--- src/sv/ftkl_pkg.sv ---
// Shared types and constants for the field table key lookup block.
// Holds the result record, parse phases, type and error codes, register indexes.
// No dependencies.
`timescale 1ns / 1ps

package ftkl_pkg;

  localparam int MAX_KEY_BYTES  = 32;
  localparam int MAX_NAME_BYTES = 255;
  localparam int KEY_WORDS      = 4;
  localparam int KEY_WORD_W     = 64;
  localparam int KEY_BITS       = KEY_WORDS * KEY_WORD_W;
  localparam int KEY_IDX_W      = $clog2(MAX_KEY_BYTES);
  localparam int CFG_INDEX_W    = 3;

  localparam logic [CFG_INDEX_W-1:0] CFG_KEY_LENGTH  = 3'd0;
  localparam logic [CFG_INDEX_W-1:0] CFG_KEY_BYTES_0 = 3'd1;
  localparam logic [CFG_INDEX_W-1:0] CFG_KEY_BYTES_1 = 3'd2;
  localparam logic [CFG_INDEX_W-1:0] CFG_KEY_BYTES_2 = 3'd3;
  localparam logic [CFG_INDEX_W-1:0] CFG_KEY_BYTES_3 = 3'd4;

  localparam logic [7:0] CHAR_S = 8'h53;
  localparam logic [7:0] CHAR_I = 8'h49;
  localparam logic [7:0] CHAR_D = 8'h44;
  localparam logic [7:0] CHAR_T = 8'h54;

  localparam logic [2:0] TYPE_NONE    = 3'd0;
  localparam logic [2:0] TYPE_STRING  = 3'd1;
  localparam logic [2:0] TYPE_INTEGER = 3'd2;
  localparam logic [2:0] TYPE_DECIMAL = 3'd3;
  localparam logic [2:0] TYPE_TIME    = 3'd4;

  localparam logic [1:0] ERR_OK          = 2'd0;
  localparam logic [1:0] ERR_TRUNCATED   = 2'd1;
  localparam logic [1:0] ERR_UNSUPPORTED = 2'd2;

  typedef enum logic [7:0] {
    PH_NAME_LEN = 8'b0000_0001,
    PH_NAME     = 8'b0000_0010,
    PH_TYPE     = 8'b0000_0100,
    PH_LEN_HI   = 8'b0000_1000,
    PH_LEN_LO   = 8'b0001_0000,
    PH_BODY     = 8'b0010_0000,
    PH_DECIMALS = 8'b0100_0000,
    PH_DONE     = 8'b1000_0000
  } phase_t;

  typedef struct packed {
    logic [5:0]          length;
    logic [KEY_BITS-1:0] bytes;
  } key_t;

  typedef struct packed {
    logic               found;
    logic [2:0]         field_kind;
    logic [15:0]        data_offset;
    logic [15:0]        string_length;
    logic [7:0]         decimal_places;
    logic signed [31:0] field_value;
    logic [1:0]         error_code;
  } result_t;

endpackage

--- src/sv/ftkl_key_regs.sv ---
// Configuration registers holding the searched key length and key bytes.
// Depends on ftkl_pkg.
`timescale 1ns / 1ps

module ftkl_key_regs (
  input  logic                             clk,
  input  logic                             rst,
  input  logic                             cfg_we,
  input  logic [ftkl_pkg::CFG_INDEX_W-1:0] cfg_index,
  input  logic [ftkl_pkg::KEY_WORD_W-1:0]  cfg_data,
  output ftkl_pkg::key_t                   key
);
  import ftkl_pkg::*;

  always_ff @(posedge clk) begin
    if (rst) begin
      key <= '0;
    end else if (cfg_we) begin
      unique case (cfg_index)
        CFG_KEY_LENGTH:  key.length <= cfg_data[5:0];
        CFG_KEY_BYTES_0: key.bytes[0*KEY_WORD_W +: KEY_WORD_W] <= cfg_data;
        CFG_KEY_BYTES_1: key.bytes[1*KEY_WORD_W +: KEY_WORD_W] <= cfg_data;
        CFG_KEY_BYTES_2: key.bytes[2*KEY_WORD_W +: KEY_WORD_W] <= cfg_data;
        CFG_KEY_BYTES_3: key.bytes[3*KEY_WORD_W +: KEY_WORD_W] <= cfg_data;
        default: ;
      endcase
    end
  end

endmodule

--- src/sv/ftkl_parser.sv ---
// Byte-at-a-time field table parser: phase state, counters and key compare.
// Emits at most one result per accepted byte. Depends on ftkl_pkg.
`timescale 1ns / 1ps

module ftkl_parser (
  input  logic             clk,
  input  logic             rst,
  input  logic             accept,
  input  logic [7:0]       table_byte,
  input  logic             last_byte,
  input  ftkl_pkg::key_t   key,
  output logic             res_valid,
  output ftkl_pkg::result_t res
);
  import ftkl_pkg::*;

  phase_t      phase, phase_next;
  logic [15:0] pos, pos_next;
  logic [15:0] remaining, remaining_next;
  logic [7:0]  name_index, name_index_next;
  logic        name_matches, name_matches_next;
  logic [2:0]  cur_type, cur_type_next;
  logic [31:0] value, value_next;
  logic [7:0]  decimals, decimals_next;

  logic        finish;
  logic [15:0] field_len;
  logic [7:0]  key_byte;

  assign key_byte = key.bytes[{name_index[KEY_IDX_W-1:0], 3'b000} +: 8];

  always_comb begin
    phase_next        = phase;
    pos_next          = pos;
    remaining_next    = remaining;
    name_index_next   = name_index;
    name_matches_next = name_matches;
    cur_type_next     = cur_type;
    value_next        = value;
    decimals_next     = decimals;
    finish            = 1'b0;
    field_len         = 16'd4;
    res_valid         = 1'b0;
    res               = '0;

    if (accept) begin
      unique case (phase)
        PH_NAME_LEN: begin
          remaining_next    = {8'd0, table_byte};
          name_index_next   = '0;
          name_matches_next = (table_byte == {2'b00, key.length}) &&
                              (table_byte <= 8'(MAX_KEY_BYTES)) &&
                              (table_byte <= 8'(MAX_NAME_BYTES));
          phase_next        = (table_byte != 8'd0) ? PH_NAME : PH_TYPE;
        end
        PH_NAME: begin
          if (name_matches) begin
            if (name_index < 8'(MAX_KEY_BYTES)) begin
              if (key_byte != table_byte) name_matches_next = 1'b0;
            end else begin
              name_matches_next = 1'b0;
            end
          end
          name_index_next = name_index + 8'd1;
          remaining_next  = remaining - 16'd1;
          if (remaining_next == 16'd0) phase_next = PH_TYPE;
        end
        PH_TYPE: begin
          value_next    = '0;
          decimals_next = '0;
          priority if (table_byte == CHAR_S) begin
            cur_type_next = TYPE_STRING;
            phase_next    = PH_LEN_HI;
          end else if (table_byte == CHAR_I || table_byte == CHAR_T) begin
            cur_type_next  = (table_byte == CHAR_I) ? TYPE_INTEGER : TYPE_TIME;
            remaining_next = 16'd4;
            phase_next     = PH_BODY;
          end else if (table_byte == CHAR_D) begin
            cur_type_next = TYPE_DECIMAL;
            phase_next    = PH_DECIMALS;
          end else begin
            cur_type_next  = TYPE_NONE;
            res_valid      = 1'b1;
            res.error_code = ERR_UNSUPPORTED;
            phase_next     = PH_DONE;
          end
        end
        PH_LEN_HI: begin
          value_next = {24'd0, table_byte};
          phase_next = PH_LEN_LO;
        end
        PH_LEN_LO: begin
          value_next     = {16'd0, value[7:0], table_byte};
          remaining_next = value_next[15:0];
          if (remaining_next == 16'd0) finish = 1'b1;
          else phase_next = PH_BODY;
        end
        PH_DECIMALS: begin
          decimals_next  = table_byte;
          remaining_next = 16'd4;
          phase_next     = PH_BODY;
        end
        PH_BODY: begin
          if (cur_type != TYPE_STRING) value_next = {value[23:0], table_byte};
          remaining_next = remaining - 16'd1;
          if (remaining_next == 16'd0) finish = 1'b1;
        end
        PH_DONE: ;
        default: ;
      endcase

      if (finish) begin
        if (!name_matches) begin
          phase_next = PH_NAME_LEN;
        end else begin
          unique case (cur_type)
            TYPE_STRING:  field_len = value_next[15:0] + 16'd2;
            TYPE_DECIMAL: field_len = 16'd5;
            default:      field_len = 16'd4;
          endcase
          res_valid       = 1'b1;
          res.found       = 1'b1;
          res.field_kind  = cur_type;
          res.data_offset = pos + 16'd1 - field_len;
          res.error_code  = ERR_OK;
          if (cur_type == TYPE_STRING) begin
            res.string_length = value_next[15:0];
          end else begin
            res.field_value = value_next;
          end
          if (cur_type == TYPE_DECIMAL) res.decimal_places = decimals;
          phase_next = PH_DONE;
        end
      end

      pos_next = pos + 16'd1;

      if (last_byte) begin
        if (!res_valid && phase_next != PH_DONE) begin
          res_valid      = 1'b1;
          res            = '0;
          res.error_code = (phase_next == PH_NAME_LEN) ? ERR_OK : ERR_TRUNCATED;
        end
        phase_next        = PH_NAME_LEN;
        pos_next          = '0;
        remaining_next    = '0;
        name_index_next   = '0;
        name_matches_next = 1'b1;
        cur_type_next     = TYPE_NONE;
        value_next        = '0;
        decimals_next     = '0;
      end
    end
  end

  always_ff @(posedge clk) begin
    if (rst) begin
      phase        <= PH_NAME_LEN;
      pos          <= '0;
      remaining    <= '0;
      name_index   <= '0;
      name_matches <= 1'b1;
      cur_type     <= TYPE_NONE;
      value        <= '0;
      decimals     <= '0;
    end else begin
      phase        <= phase_next;
      pos          <= pos_next;
      remaining    <= remaining_next;
      name_index   <= name_index_next;
      name_matches <= name_matches_next;
      cur_type     <= cur_type_next;
      value        <= value_next;
      decimals     <= decimals_next;
    end
  end

endmodule

--- src/sv/ftkl_out_buf.sv ---
// Result register with a skid entry between parser and output channel.
// Depends on ftkl_pkg.
`timescale 1ns / 1ps

module ftkl_out_buf (
  input  logic              clk,
  input  logic              rst,
  input  logic              res_valid,
  input  ftkl_pkg::result_t res,
  output logic              full,
  output logic              out_valid,
  input  logic              out_stall,
  output ftkl_pkg::result_t out_res
);
  import ftkl_pkg::*;

  logic    main_valid;
  result_t main_res;
  logic    skid_valid;
  result_t skid_res;

  assign full      = skid_valid;
  assign out_valid = main_valid;
  assign out_res   = main_res;

  always_ff @(posedge clk) begin
    if (rst) begin
      main_valid <= 1'b0;
      skid_valid <= 1'b0;
    end else if (!main_valid || !out_stall) begin
      if (skid_valid) begin
        main_valid <= 1'b1;
        skid_valid <= res_valid;
      end else begin
        main_valid <= res_valid;
      end
    end else if (res_valid) begin
      skid_valid <= 1'b1;
    end
  end

  always_ff @(posedge clk) begin
    if (!main_valid || !out_stall) begin
      if (skid_valid) begin
        main_res <= skid_res;
        skid_res <= res;
      end else begin
        main_res <= res;
      end
    end else if (res_valid) begin
      skid_res <= res;
    end
  end

endmodule

--- src/sv/field_table_key_lookup.sv ---
// Field table key lookup: one table byte per cycle while in_stall is low; the
// result of the deciding byte is registered in the result buffer. The parser
// state register updates every accepted byte and a two-entry result buffer
// absorbs output stalls. Synchronous active-high reset clears parser, buffer
// and keys. Depends on ftkl_pkg, ftkl_key_regs, ftkl_parser, ftkl_out_buf.
`timescale 1ns / 1ps

module field_table_key_lookup (
  input  logic                             clk,
  input  logic                             rst,
  input  logic                             in_valid,
  output logic                             in_stall,
  input  logic [7:0]                       table_byte,
  input  logic                             last_byte,
  output logic                             out_valid,
  input  logic                             out_stall,
  output logic                             found,
  output logic [2:0]                       field_kind,
  output logic [15:0]                      data_offset,
  output logic [15:0]                      string_length,
  output logic [7:0]                       decimal_places,
  output logic signed [31:0]               field_value,
  output logic [1:0]                       error_code,
  input  logic                             cfg_we,
  input  logic [ftkl_pkg::CFG_INDEX_W-1:0] cfg_index,
  input  logic [ftkl_pkg::KEY_WORD_W-1:0]  cfg_data
);
  import ftkl_pkg::*;

  key_t    key;
  logic    accept;
  logic    res_valid;
  result_t res;
  result_t out_res;
  logic    full;

  assign in_stall = full;
  assign accept   = in_valid && !full;

  ftkl_key_regs u_key_regs (
    .clk       (clk),
    .rst       (rst),
    .cfg_we    (cfg_we),
    .cfg_index (cfg_index),
    .cfg_data  (cfg_data),
    .key       (key)
  );

  ftkl_parser u_parser (
    .clk        (clk),
    .rst        (rst),
    .accept     (accept),
    .table_byte (table_byte),
    .last_byte  (last_byte),
    .key        (key),
    .res_valid  (res_valid),
    .res        (res)
  );

  ftkl_out_buf u_out_buf (
    .clk       (clk),
    .rst       (rst),
    .res_valid (res_valid),
    .res       (res),
    .full      (full),
    .out_valid (out_valid),
    .out_stall (out_stall),
    .out_res   (out_res)
  );

  assign found          = out_res.found;
  assign field_kind     = out_res.field_kind;
  assign data_offset    = out_res.data_offset;
  assign string_length  = out_res.string_length;
  assign decimal_places = out_res.decimal_places;
  assign field_value    = out_res.field_value;
  assign error_code     = out_res.error_code;

`ifndef SYNTH
  a_stall_needs_result: assert property (@(posedge clk) disable iff (rst)
    in_stall |-> out_valid)
    else $error("input stalled with no result held");

  a_found_is_ok: assert property (@(posedge clk) disable iff (rst)
    (out_valid && found) |-> (error_code == ERR_OK && field_kind != TYPE_NONE))
    else $error("found result with error or no type");

  a_error_is_empty: assert property (@(posedge clk) disable iff (rst)
    (out_valid && error_code != ERR_OK) |-> (!found && field_kind == TYPE_NONE))
    else $error("error result carries field data");
`endif

endmodule

--- config.mk ---
export PLATFORM = sky130hd
export DESIGN_NAME = field_table_key_lookup
export DESIGN_NICKNAME = d
export VERILOG_FILES = /design/src/sv/ftkl_pkg.sv /design/src/sv/ftkl_key_regs.sv /design/src/sv/ftkl_parser.sv /design/src/sv/ftkl_out_buf.sv /design/src/sv/field_table_key_lookup.sv
export SDC_FILE = /design/constraint.sdc
export NUM_CORES = 1
export LEC_CHECK = 0
export ABC_AREA = 1
export BUFFER_PORTS_ARGS = -buffer_cell sky130_fd_sc_hd__buf_2
export CAP_MARGIN = 0
export CORE_UTILIZATION = 40
export CTS_CLUSTER_SIZE = 20
export DETAILED_ROUTE_END_ITERATION = 12
export GPL_TIMING_DRIVEN = 0
export MAX_ROUTING_LAYER = met4
export PLACE_DENSITY = 0.67
export SLEW_MARGIN = 5
export SYNTH_ARGS = -nofsm -noshare
export SYNTH_HDL_FRONTEND = slang
export SYNTH_SLANG_ARGS = --single-unit
export TNS_END_PERCENT = 5
--- constraint.sdc ---
create_clock -name clk -period 10.09 [get_ports clk]
set_input_delay 1.5135 -clock clk [delete_from_list [all_inputs] [get_ports clk]]
set_output_delay 1.5135 -clock clk [all_outputs]
set_load 0.05 [all_outputs]
==> metrics.txt <==
CTS H-tree lvls=2; DR vias=22770; final core utilization=46.71%; Crit path required time=roughly 10 ns; grt ovf=0; combinational share of power=10.9%; Worst-Skew Late Latency=0.64 ns; post-route clock period utilization=a little under half; Worst Skew=between 0.05 and 0.06 ns; chip width=246.5 um; Pwr Total=4.695 mW; clock network power share=between 40% and 50%; Final Setup Violations=0; switching share of power=27.57%; overall routed net length=between 80000 and 90000 um; clk buf depth=3; Hold-fix buffers, CTS=0; Total GRT Usage=28.94%; register share of total power=between 40% and 50%; crit path DAT=between 5 and 6 ns; mean area per synthesized cell=7.664 um2; initial antenna violation count=7; kind of critical path=in2reg; Reg area=11810 um2; Slew Viols, Final=0; Slowest-stage cell, CP=ha_1; startpoint class of the critical path=input port; global-route wire length before repair=approximately 130000 um; Worst VDD drop=153.8 uV; synthesized flop and latch total=512; CTS root buf=clkbuf_16; Starting DRT DRC Count=2350; Core ar.=around 59000 um2; setup bufs post-CTS=0; Crit. End Element=flop; clk sink count=roughly 500; register area share after synthesis=49.38%; Main synth FF type=dfxtp_1; clk slew on worst S/H paths=0.06 ns; Int Pwr=3.400 mW; pin count of the biggest net entering global routing=70; num ports=161; synth warn=0; Post-Syn Area=23920 um2; Placer Congestion=1.015; Die ar.=roughly 61000 um2; CP max FO=8; power density over the cells=170.3 nW/um2; Vias/cell=about 5.5; Layout area overhead=15.26%; IO Port Bufs=roughly 160; status=completed; multi-input logic area=10490 um2; Slew @ Worst Pin=1.088 ns; CTS tree=built; crit path time final=4.803 ns; initial core utilization=40.53%; Nets=3444; Filler cells=6031; height of the chip=246.5 um; TritonCTS buffer count=54; vias in the first global route=21200; RSZ-0062 raised after global routing=no; static leakage=10.98 nW; relative slew slack=between 20% and 30%; total net switching power=about 1.3 mW; HPWL after DPL=64810 um; post-cts resize count=0; CP cell instances=clkbuf_1 -> inv_1 -> o22ai_2 -> ha_1 -> nand2_1 -> nor2_1 -> nand2_1 -> o21ai_0 -> o211ai_1 -> ha_1 -> a21oi_1 -> o21ai_0 -> a21o_1 -> a21oi_1 -> o21ai_0 -> nand2_1 -> nand2_1 -> a21oi_1 -> nand2_1 -> nand2_1 -> o21ai_0; Max-cap violations=0; ys async rst share=0%; drt pass-1 iters=7; HP Class=reg2reg; number of synthesized flops with an enable pin=156; critical path's largest stage delay=0.39 ns; Routed wire per std cell=a little over 20 um; Fmax achieved=between 200 and 250 MHz; Final Hold Viols=0; post-synth net total=3223; cell mode on critical path=nand2_1; layout cell share with drive strength beyond 1=10.68%; Cells after Synth=approximately 3100; DRC Markers=0; Final ANT Viol Nets=0; Rows=89; Yosys cell types=57
[final cells by class]
cell class / count / share of cell area (%)
inverter: 231 / 3.145
sequential: 512 / 42.84
clock buffer: 73 / 5.419
tap: 773 / 3.508
buffer: 190 / 2.818
clock inverter: 20 / 0.7942
antenna: 8 / 0.07261
timing repair buffer: 165 / 3.340
multi-input combinational: 2188 / 38.06
[state kept, by name, summed over array words and instances, names as in the netlist]
register	flops
u_key_regs.key	262
u_out_buf.full	1
u_out_buf.out_res	78
u_out_buf.out_valid	1
u_out_buf.skid_res	78
u_parser.cur_type	3
u_parser.decimals	8
u_parser.name_index	8
u_parser.name_matches	1
u_parser.phase	8
u_parser.pos	16
u_parser.remaining	16
u_parser.value	32
[routing by layer]
layer / part of all wire [%] / vias to the layer above / track usage, %
li1: - / 10860 / -
met1: 41 / 10630 / 36.88
met2: 45 / 1080 / 45.37
met3: 8.7 / 199 / 4.858
met4: 4.4 / 0 / 12.02
met5: 0 / - / -
[critical path, delay by kind of cell]
kind                     cells  cell delay [ns]
AO/OA/AOI/OAI               10             1.72
AND/OR/NAND/NOR              7             0.65
adder cells (fa/ha/maj)      2             0.64
buffers and inverters        2             0.58
[worst paths after layout]
path | startpoint | end | slack, ns | cells after the start
max reg2reg | u_parser.phase[4] | u_out_buf.out_res[72] | 5.45 | 26
min | u_key_regs.key[155] | u_key_regs.key[155] | 0.45 | 2
min reg2reg | u_key_regs.key[155] | u_key_regs.key[155] | 0.45 | 2
max | table_byte[1] | u_out_buf.out_res[72] | 5.29 | 21
[power by group through the flow]
stage / Sequential, mW / Combinational [mW] / Clock [mW]
4_1_cts: 2.22 / 0.500 / 1.98
2_1_floorplan: 2.29 / 0.264 / 0
6_report: 2.22 / 0.514 / 1.96
5_1_grt: 2.22 / 0.553 / 2.06
3_5_place_dp: 2.26 / 0.497 / 0
3_3_place_gp: 2.26 / 0.491 / 0
[through the flow]
step	instances	worst slack (ns)	setup TNS (ns)	hold WS (ns)	area (um2)
finish	4160	5.287	0	0.4458	27570
CTS	4152	5.364	0	0.4503	27550
floorplan	3121	2.226	0	0.4240	23920
detailed placement	4059	4.732	0	0.4412	25840
global route	4156	4.967	0	0.4712	27560
global placement	4053	-0.1058	-7.167	0.4348	25680
[placed cells by master, fill, tap and decap left out, types with 17 or more instances in the layout]
cell / netlist / routed
o22ai_1: 21 / 21
xor2_1: 17 / 17
clkbuf_16: 0 / 54
clkbuf_1: 175 / 186
nor2_1: 698 / 698
nor2_2: 32 / 32
a21oi_1: 229 / 228
nand2_1: 379 / 378
buf_2: 5 / 164
ha_1: 20 / 20
o21ai_1: 19 / 19
o221ai_1: 50 / 50
edfxtp_1: 156 / 156
dfxtp_1: 356 / 356
o21ai_0: 494 / 494
inv_1: 205 / 205
nand3_1: 99 / 99
inv_2: 23 / 23
[cells by family (layout without fill, tap and decap cells)]
group / count (synthesis) / count (layout) / share of synthesized area (%)
AO/OA/AOI/OAI: 852 / 852 / 19.25
XOR/XNOR: 24 / 24 / 0.8787
adder cells (fa/ha/maj): 21 / 21 / 1.130
buffers and inverters: 421 / 679 / 6.873
flip-flops: 512 / 512 / 49.38
other: 0 / 8 / 0
AND/OR/NAND/NOR: 1291 / 1291 / 22.49
[synthesized netlist by cell type, types with 8 or more instances]
cell type,count,area [um2]
nor2_1,698,2620
nor2_2,32,200.2
nand2_1,379,1423
o21ai_1,19,95.09
nand4_1,8,50.05
o22ai_1,21,131.4
nand3_1,99,495.5
edfxtp_1,156,4684
nor2_4,15,168.9
nor3_1,15,75.07
or2_2,10,62.56
xor2_1,17,148.9
inv_1,205,769.5
o21ai_0,494,2472
dfxtp_1,356,7127
clkbuf_1,175,656.9
or2_1,9,56.30
a22oi_1,13,97.59
inv_2,23,86.33
o221ai_1,50,437.9
a21oi_1,229,1146
ha_1,20,250.2
Power figures use the tool's default switching activity.
